**config.mk**
```make
export PLATFORM = sky130hd
export DESIGN_NAME = barometric_pressure_compensation
export DESIGN_NICKNAME = d
export VERILOG_FILES = /design/src/rtl/core/bpc_pkg.sv /design/src/rtl/core/barometric_pressure_compensation.sv
export SDC_FILE = /design/constraint.sdc
export NUM_CORES = 2
export LEC_CHECK = 0
export BUFFER_PORTS_ARGS = -buffer_cell sky130_fd_sc_hd__buf_2
export CORE_ASPECT_RATIO = 1.25
export CORE_MARGIN = 3
export CORE_UTILIZATION = 38
export CTS_CLUSTER_SIZE = 28
export DETAILED_ROUTE_END_ITERATION = 16
export HOLD_SLACK_MARGIN = 0.08
export PLACE_DENSITY_LB_ADDON = 0.15
export SLEW_MARGIN = 25
export SYNTH_ARGS = -nofsm -noshare
export SYNTH_HDL_FRONTEND = slang
export SYNTH_SLANG_ARGS = --single-unit
export TNS_END_PERCENT = 100
```
**constraint.sdc**
```tcl
create_clock -name i_clk -period 18.7 [get_ports i_clk]
set_input_delay 1.87 -clock i_clk [delete_from_list [all_inputs] [get_ports i_clk]]
set_output_delay 1.87 -clock i_clk [all_outputs]
set_load 0.005 [all_outputs]
```
**src/rtl/core/bpc_pkg.sv**
```systemverilog
// ----------------------------------------------------------------------------
// bpc_pkg
// shared types and constants for the pressure compensation block
// ----------------------------------------------------------------------------
package bpc_pkg;

    localparam int unsigned NumCfg = 6;
    localparam int unsigned CfgIdxW = 3;

    typedef enum logic [2:0] {
        CFG_AC1_AC2 = 3'd0,
        CFG_AC3_AC4 = 3'd1,
        CFG_AC5_AC6 = 3'd2,
        CFG_B1_B2   = 3'd3,
        CFG_MC_MD   = 3'd4,
        CFG_OSS     = 3'd5
    } t_cfg_idx;

    typedef enum logic [3:0] {
        ST_IDLE,
        ST_MUL,
        ST_DIV,
        ST_NEXT,
        ST_OUT
    } t_state;

    // reading kind on the input, result kind on the output
    localparam logic OpTemp  = 1'b0;
    localparam logic OpPress = 1'b1;

    localparam logic [31:0] Const4000 = 32'd4000;
    localparam logic [31:0] Const0x8000 = 32'h8000;
    localparam logic [31:0] ConstC350 = 32'hC350;
    localparam logic [31:0] ConstBDE = 32'hBDE;
    localparam logic [31:0] ConstM1CBD = 32'hFFFF_E343;
    localparam logic [31:0] ConstECF = 32'hECF;

    function automatic logic [31:0] sx16(input logic [15:0] h);
        sx16 = {{16{h[15]}}, h};
    endfunction

    // signed truncating divide by a power of two
    function automatic logic [31:0] sdiv_p2(input logic [31:0] a, input logic [4:0] sh);
        logic [31:0] m;
        logic [31:0] q;
        m = a[31] ? (32'd0 - a) : a;
        q = m >> sh;
        sdiv_p2 = a[31] ? (32'd0 - q) : q;
    endfunction

endpackage

```
**src/rtl/core/barometric_pressure_compensation.sv**
```systemverilog
// ----------------------------------------------------------------------------
// barometric_pressure_compensation
// integer temperature and pressure compensation with one shared multiplier
// and one shared restoring divider, driven by a small step sequencer
// ----------------------------------------------------------------------------
// Usage: write the calibration registers through i_cfg_we/i_cfg_idx/i_cfg_data
// while the block is idle. Raw items enter on i_valid / o_stall; one result
// leaves per item on o_valid / i_stall. i_stall holds the result register.
// A temperature result takes two multiplies and one 32-step signed divide;
// a pressure result takes ten multiplies and one 32-step unsigned divide.
// The divider loop forms one quotient bit per cycle. A zero divisor ends
// the item early, before the divide.
// Items are taken one at a time: o_stall is high from the transfer of an
// item until its result transfers out, and the next item can transfer in
// the cycle after that. A stalled receiver stalls the input for as long.
// Reset clears coefficients, B5 and the sequencer, and sets oversampling to 3.
// A zero divisor gives value 0 with o_div_error set; a failed temperature
// item leaves the stored B5 unchanged.
// ----------------------------------------------------------------------------
module barometric_pressure_compensation (
    input  logic                        i_clk,
    input  logic                        i_rst_n,
    input  logic                        i_cfg_we,
    input  logic [bpc_pkg::CfgIdxW-1:0] i_cfg_idx,
    input  logic [31:0]                 i_cfg_data,
    input  logic                        i_valid,
    output logic                        o_stall,
    input  logic                        i_op,
    input  logic [23:0]                 i_raw_reading,
    output logic                        o_valid,
    input  logic                        i_stall,
    output logic                        o_kind,
    output logic signed [31:0]          o_value,
    output logic                        o_div_error
);
    import bpc_pkg::*;

    logic [31:0] r_c0, r_c1, r_c2, r_c3, r_c4;
    logic [1:0]  r_oss;
    logic [31:0] r_b5;
    t_state      r_state, n_state;
    logic [4:0]  r_step, n_step;
    logic        r_op;
    logic [23:0] r_raw;
    // working registers
    logic [31:0] r_a, r_b, r_x1, r_sq, r_b6, r_b3, r_p, r_t, n_a, n_b;
    logic [31:0] n_x1, n_sq, n_b6, n_b3, n_p, n_t, r_m, n_m;
    // divider
    logic [31:0] r_dq, r_dr, r_dd, n_dq, n_dr, n_dd;
    logic [5:0]  r_dc, n_dc;
    logic        r_dneg, n_dneg;
    logic        r_ov, n_ov;
    logic [31:0] r_val, n_val;
    logic        r_err, n_err, r_okb5, n_okb5;

    logic [31:0] ac1, ac2, ac3, ac4, ac5, ac6, b1, b2, mc, md, up;
    logic [32:0] dtrial;
    logic [31:0] dshift, dq_fix;

    assign ac1 = sx16(r_c0[31:16]);
    assign ac2 = sx16(r_c0[15:0]);
    assign ac3 = sx16(r_c1[31:16]);
    assign ac4 = {16'd0, r_c1[15:0]};
    assign ac5 = {16'd0, r_c2[31:16]};
    assign ac6 = {16'd0, r_c2[15:0]};
    assign b1  = sx16(r_c3[31:16]);
    assign b2  = sx16(r_c3[15:0]);
    assign mc  = sx16(r_c4[31:16]);
    assign md  = sx16(r_c4[15:0]);
    assign up  = {8'd0, r_raw} >> (4'd8 - {2'd0, r_oss});

    // restoring divider step on magnitudes
    assign dshift = {r_dr[30:0], r_dq[31]};
    assign dtrial = {r_dr, r_dq[31]} - {1'b0, r_dd};
    assign dq_fix = r_dneg ? (32'd0 - r_dq) : r_dq;

    always_ff @(posedge i_clk) begin
        if (!i_rst_n) begin
            r_c0 <= '0; r_c1 <= '0; r_c2 <= '0; r_c3 <= '0; r_c4 <= '0;
            r_oss <= 2'd3;
        end else if (i_cfg_we) begin
            unique case (i_cfg_idx)
                CFG_AC1_AC2: r_c0 <= i_cfg_data;
                CFG_AC3_AC4: r_c1 <= i_cfg_data;
                CFG_AC5_AC6: r_c2 <= i_cfg_data;
                CFG_B1_B2:   r_c3 <= i_cfg_data;
                CFG_MC_MD:   r_c4 <= i_cfg_data;
                CFG_OSS:     r_oss <= i_cfg_data[1:0];
                default: ;
            endcase
        end
    end

    always_ff @(posedge i_clk) begin
        if (!i_rst_n) begin
            r_state <= ST_IDLE;
            r_b5    <= '0;
            r_step  <= '0;
        end else begin
            r_state <= n_state;
            r_step  <= n_step;
            // b5 is latched once, on the first cycle in the output state
            if (r_state == ST_OUT && r_okb5 && !r_ov) r_b5 <= r_x1;
        end
    end

    always_ff @(posedge i_clk) begin
        if (r_state == ST_IDLE && i_valid) begin
            r_op  <= i_op;
            r_raw <= i_raw_reading;
        end
        r_a <= n_a; r_b <= n_b; r_m <= n_m;
        r_x1 <= n_x1; r_sq <= n_sq; r_b6 <= n_b6;
        r_b3 <= n_b3; r_p <= n_p; r_t <= n_t;
        r_dq <= n_dq; r_dr <= n_dr; r_dd <= n_dd; r_dc <= n_dc; r_dneg <= n_dneg;
        r_ov <= n_ov; r_val <= n_val; r_err <= n_err; r_okb5 <= n_okb5;
    end

    assign o_stall     = (r_state != ST_IDLE);
    assign o_valid     = (r_state == ST_OUT);
    assign o_kind      = r_op;
    assign o_value     = r_val;
    assign o_div_error = r_err;

    // sequencer: most steps load r_a, r_b, some load the divider; ST_MUL forms r_m = r_a * r_b;
    // ST_NEXT consumes the product (or quotient) and sets up the next step
    always_comb begin
        logic [31:0] prod;
        n_state = r_state; n_step = r_step;
        n_a = r_a; n_b = r_b; n_m = r_m;
        n_x1 = r_x1; n_sq = r_sq; n_b6 = r_b6; n_b3 = r_b3;
        n_p = r_p; n_t = r_t;
        n_dq = r_dq; n_dr = r_dr; n_dd = r_dd; n_dc = r_dc; n_dneg = r_dneg;
        n_ov = r_ov; n_val = r_val; n_err = r_err; n_okb5 = r_okb5;
        prod = r_a * r_b;
        unique case (r_state)
            ST_IDLE: begin
                n_step = '0;
                n_ov = 1'b0;
                if (i_valid) begin
                    n_okb5 = 1'b0;
                    n_err = 1'b0;
                    if (i_op == OpPress) begin
                        n_a = r_b5 - Const4000;
                        n_b = r_b5 - Const4000;
                        n_b6 = r_b5 - Const4000;
                    end else begin
                        n_a = {16'd0, i_raw_reading[15:0]} - ac6;
                        n_b = ac5;
                    end
                    n_state = ST_MUL;
                end
            end
            ST_MUL: begin
                n_m = prod;
                n_state = ST_NEXT;
            end
            ST_DIV: begin
                if (dtrial[32]) begin
                    n_dr = dshift;
                    n_dq = {r_dq[30:0], 1'b0};
                end else begin
                    n_dr = dtrial[31:0];
                    n_dq = {r_dq[30:0], 1'b1};
                end
                n_dc = r_dc - 6'd1;
                if (r_dc == 6'd1) n_state = ST_NEXT;
            end
            ST_NEXT: begin
                n_step = r_step + 5'd1;
                n_state = ST_MUL;
                if (r_op == OpTemp) begin
                    unique case (r_step)
                        5'd0: begin
                            n_x1 = sdiv_p2(r_m, 5'd15);
                            n_a = mc; n_b = 32'h800;
                        end
                        5'd1: begin
                            if (r_x1 + md == 32'd0) begin
                                n_err = 1'b1; n_val = '0; n_state = ST_OUT;
                            end else begin
                                n_dneg = r_m[31] ^ ((r_x1 + md) >> 31 != 0);
                                n_dq = r_m[31] ? 32'd0 - r_m : r_m;
                                n_dd = (r_x1 + md) >> 31 != 0 ? 32'd0 - (r_x1 + md)
                                                              : r_x1 + md;
                                n_dr = '0; n_dc = 6'd32; n_state = ST_DIV;
                            end
                        end
                        default: begin
                            n_x1 = r_x1 + dq_fix;
                            n_val = sdiv_p2(r_x1 + dq_fix + 32'd8, 5'd4);
                            n_okb5 = 1'b1;
                            n_state = ST_OUT;
                        end
                    endcase
                end else begin
                    unique case (r_step)
                        5'd0: begin
                            n_sq = sdiv_p2(r_m, 5'd12);
                            n_a = b2; n_b = sdiv_p2(r_m, 5'd12);
                        end
                        5'd1: begin
                            n_x1 = sdiv_p2(r_m, 5'd11);
                            n_a = ac2; n_b = r_b6;
                        end
                        5'd2: begin
                            n_b3 = sdiv_p2((((ac1 << 2) + r_x1 + sdiv_p2(r_m, 5'd11))
                                            << r_oss) + 32'd2, 5'd2);
                            n_a = ac3; n_b = r_b6;
                        end
                        5'd3: begin
                            n_x1 = sdiv_p2(r_m, 5'd13);
                            n_a = b1; n_b = r_sq;
                        end
                        5'd4: begin
                            n_a = ac4;
                            n_b = sdiv_p2(r_x1 + sdiv_p2(r_m, 5'd16) + 32'd2, 5'd2)
                                  + Const0x8000;
                        end
                        5'd5: begin
                            n_t = r_m >> 15;
                            if ((r_m >> 15) == 32'd0) begin
                                n_err = 1'b1; n_val = '0; n_state = ST_OUT;
                            end else begin
                                n_a = up - r_b3; n_b = ConstC350 >> r_oss;
                            end
                        end
                        5'd6: begin
                            // r_m holds b7
                            n_dneg = r_m[31];
                            n_dq = r_m[31] ? r_m : (r_m << 1);
                            n_dd = r_t; n_dr = '0; n_dc = 6'd32; n_state = ST_DIV;
                        end
                        5'd7: begin
                            n_p = r_dneg ? (r_dq << 1) : r_dq;
                            n_a = sdiv_p2(r_dneg ? (r_dq << 1) : r_dq, 5'd8);
                            n_b = sdiv_p2(r_dneg ? (r_dq << 1) : r_dq, 5'd8);
                        end
                        5'd8: begin
                            n_a = r_m; n_b = ConstBDE;
                        end
                        5'd9: begin
                            n_x1 = sdiv_p2(r_m, 5'd16);
                            n_a = ConstM1CBD; n_b = r_p;
                        end
                        default: begin
                            n_val = r_p + sdiv_p2(r_x1 + sdiv_p2(r_m, 5'd16) + ConstECF,
                                                  5'd4);
                            n_state = ST_OUT;
                        end
                    endcase
                end
            end
            ST_OUT: begin
                n_ov = 1'b1;
                if (!i_stall) n_state = ST_IDLE;
            end
            default: n_state = ST_IDLE;
        endcase
    end

endmodule

```
==> results.yml <==
outcome:
  status: "complete, no violations"
setup_path:
  worst-path-buf-inv: 1
  slowest_stage: "nor3_1"
  cp.arrival_ns: 15.22
  crit_path_start_kind: "flop"
  cpMostUsedCell: "o21ai_0"
  critPathKind: "reg -> reg"
  crit_path_max_incr_delay_ns: 0.82
  worst_path_dominant_cell_family: "compound AO/OA/AOI/OAI gates"
  cp_data_required_time_ns: 19.13
  crit_fanout: 26
  endpoint_kind: "flop"
global_routing:
  grt_max_degree: 107
  grt_pass1_wl_um: 457300
  grt_usage_pct: 31.56
  overflow: 0
  grt_pass1_vias: 64670
  antenna_found_initial: 26
yosys:
  yosysMostFrequentCell: "nand2_1"
  postSynthCellCount: 8882
  ys_types: 113
  synth_area_um2: 73010
  synth-edff-count: 420
  synth_area_leader_cell: "edfxtp_1"
  yosysWarnings: 0
  synth.avg_cell_area_um2: 8.219
  synth.area.top_cells: "edfxtp_1, fa_1, nand2_1"
  netlist.area_leader.share_pct: 17.28
  synth_top_flop_cell: "edfxtp_1"
  synth_seq_cells: 622
  synthTopCellsByCount: "nand2_1, inv_1, nor2_1, xnor2_1, fa_1"
  ys_seq_area_share_pct: 22.81
  ys_async_sr_fraction_pct: 0
sta:
  finalSetupViolations: 0
  fin_crit_sh_pct: 79.06
  slew_headroom_pct: 17.99
  fmax_mhz: 67.64
  rsz0062_at_grt: "no"
  hold_viol: 0
  clock_skew_ns: 0.06109
  slew_viol_final: 0
  tightest_slew_ns: 1.221
  fin_crit_ns: 14.78
  final.setup.tns_ns: 0
clock_network:
  numCtsBuffers: 77
  path_clk_slew_ns: 0.07
  cts_resized: 0
  postCtsSetupRepairBufs: 0
  hold_buffers: 0
  cts_tree: "yes"
  cts.sinks: 622
  worstSkewPairLatency_ns: 0.75
  ctsHtreeMaxLevel: 3
  clockBufferDepth: 3
  clockRootBuffer: "clkbuf_16"
routing:
  drc_errors: 0
  route.top_layer_used: "met5"
  final_antenna_net_count: 0
  first_pass_iters: 8
  wl_met1_um: 131200
  dr_wl_met3_um: 22940
  drt-total-wl_um: 318700
  viasPerCell: 5.927
  dr_wl_met2_um: 145800
  via_count: 67650
  avgRoutedWirePerCell_um: 27.93
  drt_iter0_drc: 7045
floorplan:
  die_h_um: 496.1
  row_count: 179
  core_area_um2: 190600
  ioPinCount: 101
  die_w_um: 398.0
  dieArea_um2: 197400
  initial_core_util_pct: 38.30
final_layout:
  final_layout_size_suffix_gt1_share_pct: 7.608
  area_growth_pct: 8.760
  fill_cells: 19240
  nNetsFinal: 9689
place:
  portBuffers: 100
  dp_hpwl_um: 252700
  place.gp.congestion: 1.003
flow_run:
  maxCapViolCount: 0
min_path:
  hold_path_class: "reg -> reg"
final timing paths:
| kind | start | to | slack, ns | depth (start not counted) |
|---|---|---|---|---|
| max | r_m[16]$_DFFE_PN_ | o_value[31]$_DFFE_PP_ | 3.92 | 45 |
| min reg2reg | r_c0[27]$_SDFFE_PN0P_ | r_c0[27]$_SDFFE_PN0P_ | 0.47 | 2 |
| max reg2reg | r_m[16]$_DFFE_PN_ | o_value[31]$_DFFE_PP_ | 3.92 | 45 |
| min | r_c0[27]$_SDFFE_PN0P_ | r_c0[27]$_SDFFE_PN0P_ | 0.47 | 2 |
metrics by stage:
| step | worst slack (ns) | utilization (%) | instance area, um^2 | instances | hold WS [ns] |
|---|---|---|---|---|---|
| 2_1_floorplan | 7.341 | - | 73020 | 8885 | 0.4206 |
| 3_3_place_gp | 4.310 | 40.13 | 76480 | 11250 | 0.4527 |
| 3_5_place_dp | 4.225 | 40.15 | 76530 | 11250 | 0.4594 |
| 4_1_cts | 4.101 | 41.60 | 79280 | 11390 | 0.4675 |
| 5_1_grt | 2.800 | 41.64 | 79350 | 11400 | 0.4816 |
| 6_report | 3.915 | 41.66 | 79400 | 11410 | 0.4653 |
final cells by class:
type / count / area, um^2 / share of cell area (%)
Timing Repair Buffer: 284 / 1927 / 2.427
Clock buffer: 98 / 2148 / 2.706
Multi-Input combinational cell: 7013 / 51850 / 65.31
Clock inverter: 46 / 601.8 / 0.7580
Inverter: 796 / 2989 / 3.765
Sequential cell: 622 / 16660 / 20.98
Tap cell: 2534 / 3171 / 3.993
Antenna cell: 20 / 50.05 / 0.06303
placed cells by master, fill, tap and decap left out, types with 218 or more instances in the layout:
cell type  synthesis  routed
a21boi_0         225     225
a21oi_1          358     355
edfxtp_1         420     420
fa_1             445     445
ha_1             385     384
inv_1            795     791
nand2_1         1345    1344
nand3_1          218     218
nor2_1           554     544
o21ai_0          416     416
xnor2_1          534     529
xor2_1           253     252
worst register-to-register path, delay by kind of cell (launching register included):
family,cells,cell delay (ns)
flip-flops,1,0.64
buffers and inverters,1,0.33
adder cells (fa/ha/maj),2,0.70
XOR/XNOR,8,2.15
AO/OA/AOI/OAI,18,5.75
AND/OR/NAND/NOR,16,4.89
routing by layer:
layer  track usage (%)  up-vias
met4             16.24       16
li1                  -    30700
met3             5.078      606
met1             40.99    33670
met2             50.65     2648
met5                 0        -
cell families after synthesis:
kind of cell	count (synthesis)	synth area share, %
and+or+nand+nor	3224	20.98
AOI/OAI and AO/OA	1940	18.13
buffers and inverters	1250	6.482
adders and majority gates	831	18.81
xor gates and xnor gates	791	9.539
DFF	622	22.81
muxes	223	3.236
other	1	0.005137
Power is not shown: default switching activity piles up to over one toggle a cycle in this logic, so the estimate is an artifact.
